### src/hw/rtl/fts_pkg.sv
// Shared types, codes and tables for the formula token scanner.
`default_nettype none
package fts_pkg;

  localparam int NAME_CHARS_MAX = 32;
  localparam int NAME_IDX_W     = $clog2(NAME_CHARS_MAX);
  localparam int NAME_LEN_W     = $clog2(NAME_CHARS_MAX + 1);

  localparam logic [30:0] MAX_CONST = 31'h7FFF_FFFF;
  localparam logic [15:0] SAT16     = 16'hFFFF;

  localparam logic [7:0] CH_NL    = 8'd10;
  localparam logic [7:0] CH_TAB   = 8'd9;
  localparam logic [7:0] CH_CR    = 8'd13;
  localparam logic [7:0] CH_SPACE = 8'h20;
  localparam logic [7:0] CH_0     = 8'h30;
  localparam logic [7:0] CH_9     = 8'h39;
  localparam logic [7:0] CH_US    = 8'h5F;
  localparam logic [7:0] CH_DOT   = 8'h2E;
  localparam logic [7:0] CH_EQ    = 8'h3D;
  localparam logic [7:0] CH_STAR  = 8'h2A;
  localparam logic [7:0] CH_SLASH = 8'h2F;
  localparam logic [7:0] CH_BANG  = 8'h21;
  localparam logic [7:0] CH_GT    = 8'h3E;
  localparam logic [7:0] CH_LT    = 8'h3C;

  // token kinds
  localparam logic [4:0] K_END     = 5'd0;
  localparam logic [4:0] K_BANG    = 5'd10;
  localparam logic [4:0] K_GT      = 5'd12;
  localparam logic [4:0] K_LT      = 5'd14;
  localparam logic [4:0] K_NEQ     = 5'd22;
  localparam logic [4:0] K_CONST   = 5'd23;
  localparam logic [4:0] K_NAME    = 5'd24;
  localparam logic [4:0] K_ERROR   = 5'd25;
  localparam logic [4:0] K_LAST    = 5'd25;

  localparam logic [1:0] E_NONE    = 2'd0;
  localparam logic [1:0] E_CHAR    = 2'd1;
  localparam logic [1:0] E_RANGE   = 2'd2;
  localparam logic [1:0] E_COMMENT = 2'd3;

  localparam int KW_COUNT = 6;

  typedef enum logic [7:0] {
    M_IDLE    = 8'b0000_0001,
    M_OP      = 8'b0000_0010,
    M_SLASH   = 8'b0000_0100,
    M_COMMENT = 8'b0000_1000,
    M_STAR    = 8'b0001_0000,
    M_NUMBER  = 8'b0010_0000,
    M_NAME    = 8'b0100_0000,
    M_ERROR   = 8'b1000_0000
  } mode_t;

  typedef enum logic [6:0] {
    S_IDLE   = 7'b000_0001,
    S_FIRST  = 7'b000_0010,
    S_NREAD  = 7'b000_0100,
    S_NEMIT  = 7'b000_1000,
    S_SECOND = 7'b001_0000,
    S_APPLY  = 7'b010_0000,
    S_SPARE  = 7'b100_0000
  } ctrl_state_t;

  typedef enum logic [1:0] {
    F_NONE = 2'd0,
    F_ONE  = 2'd1,
    F_RUN  = 2'd2
  } first_sel_t;

  typedef struct packed {
    logic accept;
    logic load_first;
    logic name_clr;
    logic name_rd;
    logic load_name;
    logic load_second;
    logic apply;
  } cmd_t;

  typedef struct packed {
    first_sel_t first_sel;
    logic       second_valid;
    logic       name_last;
    logic       out_free;
  } status_t;

  function automatic logic [2:0] kw_len(input int k);
    case (k)
      0: kw_len = 3'd3;
      1: kw_len = 3'd2;
      2: kw_len = 3'd3;
      3: kw_len = 3'd6;
      4: kw_len = 3'd6;
      default: kw_len = 3'd3;
    endcase
  endfunction

  // lower-case keyword text: and, or, not, exists, forall, mod
  function automatic logic [7:0] kw_char(input int k, input int i);
    logic [47:0] s;
    case (k)
      0: s = {"and", 24'd0};
      1: s = {"or", 32'd0};
      2: s = {"not", 24'd0};
      3: s = "exists";
      4: s = "forall";
      default: s = {"mod", 24'd0};
    endcase
    kw_char = s[47 - 8*i -: 8];
  endfunction

  function automatic logic [4:0] punct_kind(input logic [7:0] c);
    case (c)
      8'h3A: punct_kind = 5'd7;
      8'h2C: punct_kind = 5'd8;
      8'h3D: punct_kind = 5'd9;
      8'h7B: punct_kind = 5'd15;
      8'h28: punct_kind = 5'd16;
      8'h7D: punct_kind = 5'd17;
      8'h29: punct_kind = 5'd18;
      8'h2D: punct_kind = 5'd19;
      8'h2B: punct_kind = 5'd20;
      8'h2A: punct_kind = 5'd21;
      default: punct_kind = K_END;
    endcase
  endfunction

endpackage
`default_nettype wire

### src/hw/rtl/fts_ctrl.sv
// Sequencer of the token scanner: accept, emit results, commit state.
`default_nettype none
module fts_ctrl (
  input  wire logic            clk,
  input  wire logic            rst,
  input  wire logic            in_valid,
  output logic                 in_stall,
  input  fts_pkg::status_t     status,
  output fts_pkg::cmd_t        cmd
);
  import fts_pkg::*;

  ctrl_state_t state, state_next;

  always_ff @(posedge clk) begin
    if (rst) begin
      state <= S_IDLE;
    end else begin
      state <= state_next;
    end
  end

  always_comb begin
    state_next = state;
    cmd        = '0;
    in_stall   = 1'b1;
    case (state)
      S_IDLE: begin
        in_stall = 1'b0;
        if (in_valid) begin
          cmd.accept = 1'b1;
          state_next = S_FIRST;
        end
      end
      S_FIRST: begin
        case (status.first_sel)
          F_ONE: begin
            if (status.out_free) begin
              cmd.load_first = 1'b1;
              state_next     = S_SECOND;
            end
          end
          F_RUN: begin
            cmd.name_clr = 1'b1;
            state_next   = S_NREAD;
          end
          default: state_next = S_SECOND;
        endcase
      end
      S_NREAD: begin
        cmd.name_rd = 1'b1;
        state_next  = S_NEMIT;
      end
      S_NEMIT: begin
        if (status.out_free) begin
          cmd.load_name = 1'b1;
          state_next    = status.name_last ? S_SECOND : S_NREAD;
        end
      end
      S_SECOND: begin
        if (!status.second_valid) begin
          state_next = S_APPLY;
        end else if (status.out_free) begin
          cmd.load_second = 1'b1;
          state_next      = S_APPLY;
        end
      end
      S_APPLY: begin
        cmd.apply  = 1'b1;
        state_next = S_IDLE;
      end
      default: state_next = S_IDLE;
    endcase
  end
endmodule
`default_nettype wire

### src/hw/rtl/fts_datapath.sv
// Scanner state, name buffer, token planning and the result register.
`default_nettype none
module fts_datapath (
  input  wire logic         clk,
  input  wire logic         rst,
  input  fts_pkg::cmd_t     cmd,
  output fts_pkg::status_t  status,
  input  wire logic [7:0]   char_code,
  input  wire logic         end_of_input,
  output logic              out_valid,
  input  wire logic         out_stall,
  output logic [4:0]        token_kind,
  output logic [30:0]       const_value,
  output logic [7:0]        name_char,
  output logic [15:0]       token_line,
  output logic [15:0]       token_column,
  output logic [1:0]        error_code,
  output logic              last_of_token
);
  import fts_pkg::*;

  mode_t                   mode, mode_next;
  logic [7:0]              c;
  logic                    eoi;
  logic [NAME_LEN_W-1:0]   name_len, name_len_next;
  logic [NAME_LEN_W-1:0]   name_idx;
  logic [30:0]             acc, acc_next;
  logic [15:0]             line_cnt, col_cnt, start_line, start_col;
  logic [15:0]             start_line_next, start_col_next;
  logic [KW_COUNT-1:0]     kw_lo, kw_up, kw_lo_next, kw_up_next;
  logic [7:0]              name_mem [NAME_CHARS_MAX];
  logic [7:0]              rd_data;
  logic                    wr_en;
  logic [NAME_IDX_W-1:0]   wr_idx;
  logic [NAME_LEN_W-1:0]   kw_idx;

  logic                    digit_ch, alpha_ch, is_blank, name_ch, go_idle;
  logic [34:0]             acc_x10;
  logic                    overflow;
  logic [4:0]              kw_kind, pk;
  logic [15:0]             col_p1;

  first_sel_t              first_sel;
  logic [4:0]              f_kind;
  logic [30:0]             f_cval;
  logic [1:0]              f_err;
  logic                    s_valid;
  logic [4:0]              s_kind;
  logic [15:0]             s_line, s_col;
  logic [1:0]              s_err;

  assign digit_ch = (c inside {[CH_0:CH_9]});
  assign alpha_ch = (c inside {[8'h61:8'h7A], [8'h41:8'h5A], CH_US});
  assign is_blank = (c inside {CH_SPACE, CH_TAB, CH_CR, CH_NL});
  assign name_ch  = alpha_ch || digit_ch || (c == CH_DOT);
  assign pk       = punct_kind(c);
  assign acc_x10  = ({4'd0, acc} << 3) + ({4'd0, acc} << 1) + {27'd0, c - CH_0};
  assign overflow = acc_x10 > {4'd0, MAX_CONST};
  assign col_p1   = (col_cnt != SAT16) ? col_cnt + 16'd1 : SAT16;

  always_comb begin
    kw_kind = K_END;
    for (int k = KW_COUNT - 1; k >= 0; k--) begin
      if (name_len == NAME_LEN_W'(kw_len(k)) && (kw_lo[k] || kw_up[k])) begin
        kw_kind = 5'(k + 1);
      end
    end
  end

  // plan of the results for the held item
  always_comb begin
    first_sel = F_NONE;
    f_kind    = K_END;
    f_cval    = '0;
    f_err     = E_NONE;
    go_idle   = 1'b0;
    if (eoi) begin
      case (mode)
        M_OP:      begin first_sel = F_ONE; f_kind = acc[4:0]; end
        M_SLASH:   begin first_sel = F_ONE; f_kind = K_ERROR; f_err = E_CHAR; end
        M_COMMENT,
        M_STAR:    begin first_sel = F_ONE; f_kind = K_ERROR; f_err = E_COMMENT; end
        M_NUMBER:  begin first_sel = F_ONE; f_kind = K_CONST; f_cval = acc; end
        M_NAME: begin
          if (kw_kind != K_END) begin
            first_sel = F_ONE;
            f_kind    = kw_kind;
          end else begin
            first_sel = F_RUN;
          end
        end
        default: ;
      endcase
    end else begin
      case (mode)
        M_IDLE: go_idle = 1'b1;
        M_SLASH: begin
          if (c != CH_STAR) begin
            first_sel = F_ONE; f_kind = K_ERROR; f_err = E_CHAR;
          end
        end
        M_OP: begin
          first_sel = F_ONE;
          if (c == CH_EQ) begin
            f_kind = (acc[4:0] == K_BANG) ? K_NEQ : acc[4:0] - 5'd1;
          end else begin
            f_kind  = acc[4:0];
            go_idle = 1'b1;
          end
        end
        M_NUMBER: begin
          if (digit_ch) begin
            if (overflow) begin
              first_sel = F_ONE; f_kind = K_ERROR; f_err = E_RANGE;
            end
          end else begin
            first_sel = F_ONE; f_kind = K_CONST; f_cval = acc; go_idle = 1'b1;
          end
        end
        M_NAME: begin
          if (!name_ch) begin
            go_idle = 1'b1;
            if (kw_kind != K_END) begin
              first_sel = F_ONE;
              f_kind    = kw_kind;
            end else begin
              first_sel = F_RUN;
            end
          end
        end
        default: ;
      endcase
    end
  end

  // second result: end token or the single-byte token of an idle byte
  always_comb begin
    s_valid = 1'b0;
    s_kind  = K_END;
    s_line  = line_cnt;
    s_col   = col_cnt;
    s_err   = E_NONE;
    if (eoi) begin
      s_valid = 1'b1;
      s_col   = col_p1;
    end else if (go_idle) begin
      if (pk != K_END) begin
        s_valid = 1'b1;
        s_kind  = pk;
      end else if (!is_blank && !digit_ch && !alpha_ch &&
                   !(c inside {CH_BANG, CH_GT, CH_LT, CH_SLASH})) begin
        s_valid = 1'b1;
        s_kind  = K_ERROR;
        s_err   = E_CHAR;
      end
    end
  end

  // state after the held item
  always_comb begin
    mode_next       = mode;
    acc_next        = acc;
    name_len_next   = name_len;
    start_line_next = start_line;
    start_col_next  = start_col;
    wr_en           = 1'b0;
    wr_idx          = name_len[NAME_IDX_W-1:0];
    kw_idx          = name_len;
    case (mode)
      M_COMMENT: if (c == CH_STAR) mode_next = M_STAR;
      M_STAR: begin
        if (c == CH_SLASH) mode_next = M_IDLE;
        else if (c != CH_STAR) mode_next = M_COMMENT;
      end
      M_SLASH:  mode_next = (c == CH_STAR) ? M_COMMENT : M_ERROR;
      M_OP:     mode_next = M_IDLE;
      M_NUMBER: begin
        if (digit_ch) begin
          if (overflow) mode_next = M_ERROR;
          else acc_next = acc_x10[30:0];
        end
      end
      M_NAME: begin
        if (name_ch && name_len < NAME_LEN_W'(NAME_CHARS_MAX)) begin
          wr_en         = 1'b1;
          name_len_next = name_len + 1'b1;
        end
      end
      default: ;
    endcase
    if (go_idle) begin
      mode_next = M_IDLE;
      if (pk == K_END && !is_blank) begin
        start_line_next = line_cnt;
        start_col_next  = col_cnt;
        if (c == CH_BANG) begin
          mode_next = M_OP; acc_next = 31'(K_BANG);
        end else if (c == CH_GT) begin
          mode_next = M_OP; acc_next = 31'(K_GT);
        end else if (c == CH_LT) begin
          mode_next = M_OP; acc_next = 31'(K_LT);
        end else if (c == CH_SLASH) begin
          mode_next = M_SLASH;
        end else if (digit_ch) begin
          mode_next = M_NUMBER; acc_next = {23'd0, c - CH_0};
        end else if (alpha_ch) begin
          mode_next     = M_NAME;
          wr_en         = 1'b1;
          wr_idx        = '0;
          kw_idx        = '0;
          name_len_next = NAME_LEN_W'(1);
        end else begin
          mode_next = M_ERROR;
        end
      end
    end
  end

  // keyword match flags, kept as characters are stored
  always_comb begin
    kw_lo_next = kw_lo;
    kw_up_next = kw_up;
    for (int k = 0; k < KW_COUNT; k++) begin
      if (kw_idx == '0) begin
        kw_lo_next[k] = (c == kw_char(k, 0));
        kw_up_next[k] = (c == kw_char(k, 0) - 8'd32);
      end else if (kw_idx < NAME_LEN_W'(kw_len(k))) begin
        kw_lo_next[k] = kw_lo[k] && (c == kw_char(k, int'(kw_idx)));
        kw_up_next[k] = kw_up[k] && (c == kw_char(k, int'(kw_idx)) - 8'd32);
      end
    end
  end

  always_ff @(posedge clk) begin
    if (rst) begin
      mode       <= M_IDLE;
      name_len   <= '0;
      acc        <= '0;
      line_cnt   <= 16'd1;
      col_cnt    <= '0;
      start_line <= 16'd1;
      start_col  <= '0;
    end else if (cmd.accept) begin
      if (!end_of_input) begin
        if (char_code == CH_NL) begin
          if (line_cnt != SAT16) line_cnt <= line_cnt + 16'd1;
          col_cnt <= '0;
        end else if (col_cnt != SAT16) begin
          col_cnt <= col_cnt + 16'd1;
        end
      end
    end else if (cmd.apply) begin
      if (eoi) begin
        mode       <= M_IDLE;
        name_len   <= '0;
        acc        <= '0;
        line_cnt   <= 16'd1;
        col_cnt    <= '0;
        start_line <= 16'd1;
        start_col  <= '0;
      end else begin
        mode       <= mode_next;
        name_len   <= name_len_next;
        acc        <= acc_next;
        start_line <= start_line_next;
        start_col  <= start_col_next;
      end
    end
  end

  always_ff @(posedge clk) begin
    if (cmd.accept) begin
      c   <= char_code;
      eoi <= end_of_input;
    end
    if (cmd.apply && !eoi && wr_en) begin
      name_mem[wr_idx] <= c;
      kw_lo            <= kw_lo_next;
      kw_up            <= kw_up_next;
    end
    if (cmd.name_rd) begin
      rd_data <= name_mem[name_idx[NAME_IDX_W-1:0]];
    end
  end

  always_ff @(posedge clk) begin
    if (rst) begin
      name_idx <= '0;
    end else if (cmd.name_clr) begin
      name_idx <= '0;
    end else if (cmd.load_name) begin
      name_idx <= name_idx + 1'b1;
    end
  end

  // result register
  always_ff @(posedge clk) begin
    if (rst) begin
      out_valid <= 1'b0;
    end else if (cmd.load_first || cmd.load_second || cmd.load_name) begin
      out_valid <= 1'b1;
    end else if (!out_stall) begin
      out_valid <= 1'b0;
    end
  end

  always_ff @(posedge clk) begin
    if (cmd.load_first) begin
      token_kind    <= f_kind;
      const_value   <= f_cval;
      name_char     <= '0;
      token_line    <= start_line;
      token_column  <= start_col;
      error_code    <= f_err;
      last_of_token <= 1'b1;
    end else if (cmd.load_name) begin
      token_kind    <= K_NAME;
      const_value   <= '0;
      name_char     <= rd_data;
      token_line    <= start_line;
      token_column  <= start_col;
      error_code    <= E_NONE;
      last_of_token <= status.name_last;
    end else if (cmd.load_second) begin
      token_kind    <= s_kind;
      const_value   <= '0;
      name_char     <= '0;
      token_line    <= s_line;
      token_column  <= s_col;
      error_code    <= s_err;
      last_of_token <= 1'b1;
    end
  end

  assign status.first_sel    = first_sel;
  assign status.second_valid = s_valid;
  assign status.name_last    = (name_idx + 1'b1) == name_len;
  assign status.out_free     = !out_valid || !out_stall;
endmodule
`default_nettype wire

### src/hw/rtl/formula_token_scanner_top.sv
// Top level of the formula token scanner: sequencer plus datapath.
//
//  channel | direction | handshake          | payload
//  --------+-----------+--------------------+-------------------------------------
//  in      | sink      | in_valid/in_stall  | char_code, end_of_input
//  out     | source    | out_valid/out_stall| token_kind .. last_of_token
//
// Each input transaction runs through accept, first result, second result and
// commit, with a read and an emit step per character of a name run (the name
// buffer read is registered), and waits while a result is held on out_stall.
// The sequencer in fts_ctrl runs these steps: accept, plan, emit, commit.
// Reset (rst, synchronous) returns to line 1, column 0, idle scanning.
// A stalled output holds the result register; the sequencer waits on it.
// End-of-input emits any pending token, then the end token, and restarts.
`default_nettype none
module formula_token_scanner_top (
  input  wire logic        clk,
  input  wire logic        rst,
  input  wire logic        in_valid,
  output logic             in_stall,
  input  wire logic [7:0]  char_code,
  input  wire logic        end_of_input,
  output logic             out_valid,
  input  wire logic        out_stall,
  output logic [4:0]       token_kind,
  output logic [30:0]      const_value,
  output logic [7:0]       name_char,
  output logic [15:0]      token_line,
  output logic [15:0]      token_column,
  output logic [1:0]       error_code,
  output logic             last_of_token
);
  import fts_pkg::*;

  cmd_t    cmd;
  status_t status;

  // controller: one transaction at a time
  fts_ctrl u_ctrl (
    .clk      (clk),
    .rst      (rst),
    .in_valid (in_valid),
    .in_stall (in_stall),
    .status   (status),
    .cmd      (cmd)
  );

  // datapath: scan state, name buffer, result register
  fts_datapath u_dp (
    .clk           (clk),
    .rst           (rst),
    .cmd           (cmd),
    .status        (status),
    .char_code     (char_code),
    .end_of_input  (end_of_input),
    .out_valid     (out_valid),
    .out_stall     (out_stall),
    .token_kind    (token_kind),
    .const_value   (const_value),
    .name_char     (name_char),
    .token_line    (token_line),
    .token_column  (token_column),
    .error_code    (error_code),
    .last_of_token (last_of_token)
  );
endmodule
`default_nettype wire

### config.mk
export PLATFORM = sky130hd
export DESIGN_NAME = formula_token_scanner_top
export DESIGN_NICKNAME = d
export VERILOG_FILES = /design/src/hw/rtl/fts_pkg.sv /design/src/hw/rtl/fts_ctrl.sv /design/src/hw/rtl/fts_datapath.sv /design/src/hw/rtl/formula_token_scanner_top.sv
export SDC_FILE = /design/constraint.sdc
export NUM_CORES = 1
export LEC_CHECK = 0
export BUFFER_PORTS_ARGS = -buffer_cell sky130_fd_sc_hd__buf_4
export CAP_MARGIN = 20
export CORE_AREA = 2 2 204 206
export DETAILED_ROUTE_END_ITERATION = 7
export DIE_AREA = 0 0 206 208
export PLACE_DENSITY = 0.78
export SLEW_MARGIN = 5
export SYNTH_ARGS = -nofsm -noshare
export SYNTH_HDL_FRONTEND = slang
export SYNTH_SLANG_ARGS = --single-unit
### constraint.sdc
create_clock -name clk -period 7.1 [get_ports clk]
set_input_delay 1.065 -clock clk [delete_from_list [all_inputs] [get_ports clk]]
set_output_delay 1.065 -clock clk [all_outputs]
set_load 0.005 [all_outputs]
**Word-level counts from Yosys, hierarchy flattened**

Memory sizes are Yosys's and may differ from the RTL's. A register that Yosys moved wholly into a read port is not among the register bits.
Index checks and enable logic that the tools add are counted.

- Magnitude comparators: 11
- Bitwise operators: 1
- Multiplexer cells: 223
- Reduce and logical (&&, ||, !) cells: 76
- Add/sub/neg operators: 21
- Shifts and indexed selects: 6
- Equality and inequality tests: 81

Operator list:

| cell | count |
|---|---|
| $mux 48 | 18 |
| $mux 31 | 18 |
| $mux 16 | 26 |
| $shiftx 55x32->8 | 6 |
| $eq 8x8->1 | 24 |
| $mux 8 | 17 |
| $eq 8x6->1 const B | 15 |
| $mux 5 | 23 |
| $mux 6 | 19 |
| $sub 8x6->8 const B | 13 |
| $mux 1 | 63 |
| $pmux 5 s10 | 1 |
| $eq 8x4->1 const B | 5 |
| $pmux 5 s4 | 2 |
| $pmux 8 s5 | 1 |
| $add 34x32->35 | 1 |
| $add 35x8->35 | 1 |
| $gt 35x31->1 const B | 1 |
| $mux 7 | 5 |
| $pmux 7 s5 | 1 |
| $add 16x1->16 const B | 2 |
| $eq 8x7->1 const B | 4 |
| $ne 16x16->1 const B | 2 |
| $mux 3 | 10 |
| 55 further kinds | 141 |

- Memories kept: 1
- Output and inout port bits: 81
- Logic and storage cells: 445
- Memory bits (writable): 256
- Bits in registers: 223
- Input bits: 13

Memories:

| name | words | width | read ports | clocked after memory_dff | write ports | line | RTL |
|---|---|---|---|---|---|---|---|
| u_dp.name_mem | 32 | 8 | 1 | 1 | 1 | fts_datapath.sv:31 | `logic [7:0] name_mem [NAME_CHARS_MAX];` |

**Longest topological paths before layout**

Gate-level depths: netlist of run 1.

- Word-level depth: 22
- Gate-level depth with buffers: 20
- Depth with buffers taken out: 18

**Modules after synthesis**

A second synthesis of run 1 with hierarchy kept.

- Cell total of the unflattened synthesis: 2170
- Area, all modules: 24553.5 um^2

By module, submodules not included:

| module | seq. area each (um^2) | cells an instance | area each (um^2) | times used |
|---|---|---|---|---|
| fts_datapath | 13162.6 | 2116 | 24083.1 | 1 |
| fts_ctrl | 120.1 | 54 | 470.5 | 1 |

**Least setup slack after synthesis of run 1**

Ideal clock, no wire load.

- Kind: reg2reg
- From: register u_dp.c[6]
- To: register u_dp.const_value[0] (enable)
- Setup slack: 0.758 ns
- Stages on the path, launching flop included: 18
- Required time: 6.676 ns
- Path buffers: 3
- Clock period less this slack: 6.342 ns
- Setup time: 0.424 ns
- Arrival time: 5.919 ns
- Cell sequence: edfxtp_1 -> buf_2 -> buf_1 -> a21oi_1 -> xnor2_1 -> fa_1 -> inv_1 -> ha_1 -> a21o_1 -> a211o_1 -> o211ai_1 -> a21oi_1 -> o211a_1 -> o22a_1 -> buf_2 -> a211oi_1 -> o21ai_2 -> inv_1

- Cells in the longest elaborated chain, start to end: 13
- Elaborated cells on any way between the ends: 68
- Those cells by class: add/sub (2); order compare (7); eq/ne (22); mux (20); reduce/logical (17)

RTL lines:

| item | line | RTL |
|---|---|---|
| start: declaration | fts_datapath.sv:23 | `logic [7:0] c;` |
| start signal: assignment | fts_datapath.sv:273 | `c <= char_code;` |
| parallel branches: the longest is 12 deep, another holds $add 35x8->35 | n/a |  |
| $reduce_bool 3->1 (no source line) * | n/a |  |
| end signal: assignment | fts_datapath.sv:310 | `const_value <= f_cval;` |
| end: declaration | fts_datapath.sv:13 | `output logic [30:0] const_value,` |

Every way passes the cells marked *.
A chain may end at the register's enable or synchronous reset.

**Worst setup path in the final report of run 1**

- From: register u_dp.c[4]
- To: register u_dp.kw_up[5] (data pin)

- Cells in the longest elaborated chain, start to end: 18
- Elaborated cells on any way between the ends: 59
- Those cells by class: add/sub (2); order compare (6); eq/ne (22); shift (1); mux (16); reduce/logical (12)

RTL lines:

| item | line | RTL |
|---|---|---|
| $ge 8x7->1 / $le 8x7->1 (equally long branches) | fts_datapath.sv:53 | `assign alpha_ch = (c inside {[8'h61:8'h7A], [8'h41:8'h5A], CH_US});` |
| $logic_and 1x1->1 | fts_datapath.sv:53 |  |
| $reduce_bool 3->1 | fts_datapath.sv:53 |  |
| $mux 6 | fts_datapath.sv:206 | `end else if (alpha_ch) begin` |
| $mux 6 | fts_datapath.sv:204 | `end else if (digit_ch) begin` |
| $mux 6 | fts_datapath.sv:202 | `end else if (c == CH_SLASH) begin` |
| $mux 6 | fts_datapath.sv:200 | `end else if (c == CH_LT) begin` |
| $mux 6 | fts_datapath.sv:198 | `end else if (c == CH_GT) begin` |
| (+3 left out) | n/a |  |
| $sub 6x9->10 | fts_pkg.sv:111 | `kw_char = s[47 - 8*i -: 8];` |
| $shiftx 55x32->8 | fts_pkg.sv:111 |  |
| $sub 8x6->8 | fts_datapath.sv:229 | `kw_up_next[k] = kw_up[k] && (c == kw_char(k, int'(kw_idx)) - 8'd32);` |
| $eq 8x8->1 | fts_datapath.sv:229 |  |
| $logic_and 1x1->1 | fts_datapath.sv:229 |  |
| $mux 1 | fts_datapath.sv:227 | `end else if (kw_idx < NAME_LEN_W'(kw_len(k))) begin` |
| $mux 1 * | fts_datapath.sv:224 | `if (kw_idx == '0) begin` |
| net u_dp.kw_up_next[5] | fts_datapath.sv:30 | `logic [KW_COUNT-1:0] kw_lo, kw_up, kw_lo_next, kw_up_next;` |
| end signal: assignment | fts_datapath.sv:279 | `kw_up <= kw_up_next;` |
| end: declaration | fts_datapath.sv:30 |  |

The timed path passes the listed nets; every way through them passes the cells marked *. The select of a mux whose other input is x is not followed.

==> metrics, run 1 <==
number of top-level pins 94; vias after detailed routing about 18,000; postcts setup bufs 0; number of cells on the worst hold path 1; outcome completed; antenna-violating nets left 0; peak fanout along the critical path 20; library cell used as clock root buffer sky130_fd_sc_hd__clkbuf_16; number of sinks on the clock net around 490; width of the die between 200 and 250 um; flip-flop and latch count after synthesis a little under 500; Port Buffer Count between 90 and 100; vias in the first global route roughly 18,000; part of the cycle the worst path needs 0.931; setup tns final 0 ps; distinct cell type count of the synthesized netlist 94; number of hold violations in the final report 0; Num CTS Buffers a little under 50; maxcap violations 0; Synth-to-Final Area Change 12.8%; number of placed cells counting well taps around 2,600; CTS clock-pin slew for the worst setup and hold paths about 60 ps; cells after synthesis about 2,100; routed wire length per instance about 24 um; number of gates given a new drive strength after cts 0; Worst Clk Skew about 30 ps; power density cells 226 nW/um2; Worst Setup Path Type flip-flop to flip-flop; summed instance area of the synthesized netlist between 20,000 and 25,000 um2; overall track demand over capacity in global routing 0.311; number of flops mapped to enable cells by yosys 355; critical register-to-register path startpoint u_dp.c[4]; cell accounting for the most synthesized area sky130_fd_sc_hd__edfxtp_1; startpoint of the worst hold path u_dp.rd_data[4]; required time of the critical path roughly 7600 ps; pin count of the biggest net entering global routing a little under 70; core box area 40,600 um2; total leakage power 0.0101 uW; synth top area cells sky130_fd_sc_hd__edfxtp_1 43%, sky130_fd_sc_hd__dfxtp_1 11%, sky130_fd_sc_hd__mux4_2 7.3%; grt ovf 0; Setup crit start u_dp.c[4]; TritonCTS clock tree built; deepest level of the CTS H-tree 2; fraction of registers with async set or reset after synthesis 0; fraction of layout instances using a drive strength above 1 0.166; Crit. End Element flip-flop; clk_lat worst skew around 610 ps; average via count per standard cell 6.71; detailed placement HPWL ~45,000 um; net count of the mapped netlist approximately 2,200; Residual DRC 0; net total in the final layout around 2,200; Initial Util 0.605; largest vdd supply drop about 0.19 mV; fmax 151 MHz; final setup violation count 0; worst hold path type flip-flop to flip-flop; die span in y between 200 and 250 um; antenna violations before repair 0; maximum count of clock buffers along a single path 3; Diodes inserted 0; arrival time of data at the critical path endpoint 7070 ps; primary flip-flop cell chosen by synthesis mapping sky130_fd_sc_hd__edfxtp_1; Rows 74; total power consumption of the routed design approximately 6300 uW; final critical delay including setup and external delays about 6600 ps; number of slew-limit violations in the final report 0; sequential cell area fraction in the yosys report 0.541; fraction of synthesized cell area taken by the top area cell type 0.434; Post-Syn Area per Cell between 10 and 15 um2; wirelength, routed roughly 66,000 um; Yosys warning total 0; filler-free cell count of the finished design 2,729; Startpoint Class flip-flop; wire length of the first global-routing pass between 100,000 and 150,000 um; 1st-pass router iterations 8; Register-to-Register Path Depth 17; first-iteration detailed-routing DRC count approximately 1,900; headroom to the max-slew limit 0.314; Die Outline Area about 43,000 um2; unrepaired setup endpoints after global routing no; hold-fix buffer count after cts 0; final weighted congestion in routability-driven placement 0.964; transition time of the tightest slew-check pin 1020 ps
-- cell type report --
type	instances	area [um2]
Clock buffer	56	1310
Clock inverter	33	413
Fill cell	2918	12900
Inverter	57	214
Multi-Input combinational cell	1408	10600
Sequential cell	486	13300
Tap cell	532	666
Timing Repair Buffer	157	1220
-- layer usage --
metal	up-vias	GRT usage	share of wire	wire (um)
met5	-	0	0	0
met4	0	0.118	0.038	2500
met3	180	0.0498	0.079	5230
met2	963	0.528	0.50	33400
met1	8944	0.402	0.38	25300
li1	8218	-	-	-
-- final timing paths --
| check | to | slack [ps] |
|---|---|---|
| setup / recovery | u_dp.kw_up[5] | 490 |
| hold reg to reg | u_dp.name_char[4] | 480 |
| setup reg to reg | u_dp.kw_up[5] | 490 |
| hold / removal | u_dp.name_char[4] | 480 |
-- critical path, cell delays in order (launching register included) --
cell,delay [ps]
sky130_fd_sc_hd__edfxtp_1,790
sky130_fd_sc_hd__ha_1,550
sky130_fd_sc_hd__and3b_1,240
sky130_fd_sc_hd__and3_1,200
sky130_fd_sc_hd__a211oi_1,730
sky130_fd_sc_hd__o211ai_1,220
sky130_fd_sc_hd__buf_4,230
sky130_fd_sc_hd__nor2_1,380
sky130_fd_sc_hd__nor2_1,150
sky130_fd_sc_hd__ha_1,410
sky130_fd_sc_hd__or2_2,390
sky130_fd_sc_hd__a21o_1,230
sky130_fd_sc_hd__nor4_1,600
sky130_fd_sc_hd__o21ai_0,260
sky130_fd_sc_hd__xnor2_1,240
sky130_fd_sc_hd__or4b_1,460
sky130_fd_sc_hd__a21oi_1,210
sky130_fd_sc_hd__a32o_1,200
-- cell usage in the layout (no fill, tap or decap), drive strengths merged, types with 40 or more instances in the layout --
cell type / Yosys / layout
mux4: 80 / 80
nand2: 128 / 128
and3: 62 / 62
nor2: 184 / 184
edfxtp: 355 / 355
clkbuf: 84 / 56
ha: 70 / 70
dfxtp: 131 / 131
buf: 30 / 157
inv: 57 / 60
nand3: 44 / 44
xnor2: 40 / 40
nor3: 45 / 45
o21ai: 97 / 97
mux2: 49 / 49
a21oi: 138 / 138
-- flip-flops by register name, summed over array words and instances, names as in the netlist, 8 cells and up --
| register | flops |
|---|---|
| u_dp.name_mem | 256 |
| u_dp.acc | 31 |
| u_dp.const_value | 31 |
| u_dp.col_cnt | 16 |
| u_dp.line_cnt | 16 |
| u_dp.start_col | 16 |
| u_dp.start_line | 16 |
| u_dp.token_column | 16 |
| u_dp.token_line | 16 |
| u_dp.c | 8 |
| u_dp.mode | 8 |
| u_dp.name_char | 8 |
| u_dp.rd_data | 8 |
-- stage by stage --
| step | area (um2) | hold WS [ps] | setup slack [ps] | utilization |
|---|---|---|---|---|
| after floorplan | 24500 | 442 | 758 | - |
| after global placement | 25900 | 445 | 997 | 0.638 |
| after detailed placement | 25900 | 452 | 728 | 0.639 |
| after CTS | 27600 | 486 | 693 | 0.681 |
| after global routing | 27700 | 510 | 118 | 0.682 |
| final | 27700 | 481 | 487 | 0.682 |
-- power by group --
| part | switching [uW] | internal (uW) |
|---|---|---|
| sequential | 42.8 | 3100 |
| combinational | 266 | 120 |
| clock | 1110 | 1620 |
| total | 1420 | 4830 |
-- cell families after synthesis --
kind of cell,synth area share
mux,0.0996
buf+inv,0.0287
compound gates,0.139
xor+xnor,0.0225
fa+ha+maj,0.0406
simple gates,0.128
flops,0.541
-- cells in the mapped netlist (all sizes together) (7+ instances only) --
cell	count
edfxtp	355
nor2	184
a21oi	138
dfxtp	131
nand2	128
o21ai	97
clkbuf	84
mux4	80
ha	70
and3	62
inv	57
mux2	49
nor3	45
nand3	44
xnor2	40
a22oi	37
a22o	32
buf	30
nor4	30
a31oi	27
xor2	23
and2	18
nand4	17
or3	17
a211oi	16
o22ai	15
nand3b	14
o211ai	14
a21o	13
nand2b	13
o31ai	12
a211o	10
mux2i	9
nor3b	9
o21a	9
a2111oi	8
a32o	8
nor2b	7
or2	7
Note: power is estimated with default switching activity, not from simulation.
==> inputs of run 2 (changes only) <==
CORE_AREA = 2 2 237 239   (was 2 2 204 206)
DIE_AREA = 0 0 239 241   (was 0 0 206 208)
PLACE_DENSITY = default   (was 0.78)
PLACE_DENSITY_LB_ADDON = 0.15   (was default)
==> metrics, run 2 (synthesis gave the netlist of run 1 again) <==
postcts setup bufs 0; Residual DRC 0; pin count of the biggest net entering global routing 68; Initial Util 0.447; routed wire length per instance roughly 23 um; Startpoint Class flip-flop; net total in the final layout roughly 2,200; antenna-violating nets left 0; final weighted congestion in routability-driven placement 0.947; required time of the critical path 7560 ps; largest registers ranked by flip-flop count u_dp.name_mem x256, u_dp.acc x31, u_dp.const_value x31; relative contribution of combinational cells to total power 0.064; core box area 54,900 um2; register containing the most flip-flops in the final layout u_dp.name_mem; commonest non-fill, non-tap cells in the layout 355 x sky130_fd_sc_hd__edfxtp_1, 184 x sky130_fd_sc_hd__nor2_1, 151 x sky130_fd_sc_hd__buf_4; die span in y between 200 and 250 um; wirelength, routed roughly 67,000 um; part of the cycle the worst path needs 0.876; largest vdd supply drop a little over 0.2 mV; peak fanout along the critical path 30; hold-fix buffer count after cts 0; library cell used as clock root buffer sky130_fd_sc_hd__clkbuf_16; maxcap violations 0; final critical delay including setup and external delays about 6200 ps; 1st-pass router iterations 8; maximum count of clock buffers along a single path 3; switch share 0.233; width of the die 239 um; Rows 86; final setup violation count 0; Worst Setup Path Type flip-flop to flip-flop; Reg power frac 0.507; filler-free cell count of the finished design approximately 2,900; CTS clock-pin slew for the worst setup and hold paths ~60 ps; vias after detailed routing approximately 18,000; cell family with most CP delay compound AO/OA/AOI/OAI gates; detailed placement HPWL between 40,000 and 50,000 um; Clk pwr share 0.430; power density cells ~220 nW/um2; overall track demand over capacity in global routing 0.233; fraction of layout instances using a drive strength above 1 0.165; number of slew-limit violations in the final report 0; Die Outline Area ~58,000 um2; deepest level of the CTS H-tree 2; Cell Chain, Critical Path buf_4 -> mux2_2 -> o2111a_1 -> a211oi_2 -> o211ai_1 -> buf_4 -> nor2_1 -> buf_4 -> nor2_1 -> ha_1 -> or2_2 -> a21o_1 -> nor4_1 -> o21ai_0 -> xnor2_1 -> or4b_1 -> a21oi_1 -> a32o_1; worst hold path type flip-flop to flip-flop; Synth-to-Final Area Change 13.3%; Finished Core Util 0.507; vias in the first global route approximately 17,000; worst hold margin around 460 ps; total leakage power around 0.01 uW; setup tns final 0 ps; fmax about 160 MHz; number of sinks on the clock net slightly below 500; number of flip-flops in the largest register approximately 260; Port Buffer Count 93; number of gates given a new drive strength after cts 0; unrepaired setup endpoints after global routing no; number of top-level pins 94; first-iteration detailed-routing DRC count 1,318; final non-filler cell area 27,800 um2; antenna violations before repair 1; Diodes inserted 0; grt ovf 0; placed instance area 26,100 um2; Crit. End Element flip-flop; Buffers & Inverters on Critical Path 3; headroom to the max-slew limit 0.332; clk_lat worst skew about 600 ps; Net Switching approximately 1400 uW; arrival time of data at the critical path endpoint ~6700 ps; Worst path slowest cell sky130_fd_sc_hd__edfxtp_1; Worst Clk Skew roughly 16 ps; TritonCTS clock tree built; number of placed cells counting well taps about 2,800; number of hold violations in the final report 0; transition time of the tightest slew-check pin between 900 and 1000 ps; most common cell after layout, fill and taps aside sky130_fd_sc_hd__edfxtp_1; Largest stage delay, worst path about 920 ps; outcome completed; Num CTS Buffers 52; Most Frequent Cell on Critical Path sky130_fd_sc_hd__buf_4; slack of the worst reg-to-reg path about 880 ps; wire length of the first global-routing pass 103,000 um; average via count per standard cell roughly 6.1; internal power 4740 uW
## run 2: cell types whose count changed in the layout (fill, tap and decap cells not counted), moves of 2 or more
cell and delta:
sky130_fd_sc_hd__buf_2 -3, sky130_fd_sc_hd__clkinv_2 +2, sky130_fd_sc_hd__clkinvlp_4 +2, sky130_fd_sc_hd__clkinv_1 -2, sky130_fd_sc_hd__bufinv_16 -4, sky130_fd_sc_hd__clkbuf_1 +11
## run 2: path summary, 6_finish.rpt
path	from	depth (start not counted)	to
worst max-delay path	u_dp.c[6]	18	u_dp.kw_up[5]
worst min-delay path	u_dp.last_of_token	2	u_dp.last_of_token
worst max register to register	u_dp.c[6]	18	u_dp.kw_up[5]
worst min register to register	u_dp.last_of_token	2	u_dp.last_of_token
## run 2: worst min-delay path: stages, from the launching register on
cell                      delay (ps)
sky130_fd_sc_hd__dfxtp_1         310
sky130_fd_sc_hd__inv_1            50
sky130_fd_sc_hd__a21oi_1          50
## run 2: per-layer routing
metal / global-route usage / up-vias / routed length (um) / share of wire
met5: 0 / - / 13 / 0.00019
met4: 0.0830 / 2 / 2120 / 0.032
met3: 0.0407 / 119 / 4210 / 0.063
met2: 0.386 / 570 / 32100 / 0.48
met1: 0.309 / 8720 / 28500 / 0.43
li1: - / 8213 / - / -
## run 2: area by class of cell
cell class	count	area [um2]
multi-input combinational	1408	10600
clock inverter	29	285
sequential	486	13300
inverter	57	215
fill	4843	27100
tap	704	881
clock buffer	69	1390
timing repair buffer	155	1180
## run 2: per-stage QoR
step                power [uW]  worst slack, ps
finish                    6180              881
global route              6390              380
global placement          3570              985
CTS                       6240              779
floorplan                 3410              758
detailed placement        3580              816
## run 2: power groups by stage
stage                     Combinational, uW  Clock [uW]  Sequential (uW)
after floorplan                         211           0             3190
after CTS                               387        2720             3130
after global routing                    428        2830             3130
after detailed placement                385           0             3190
final                                   393        2650             3130
after global placement                  381           0             3190
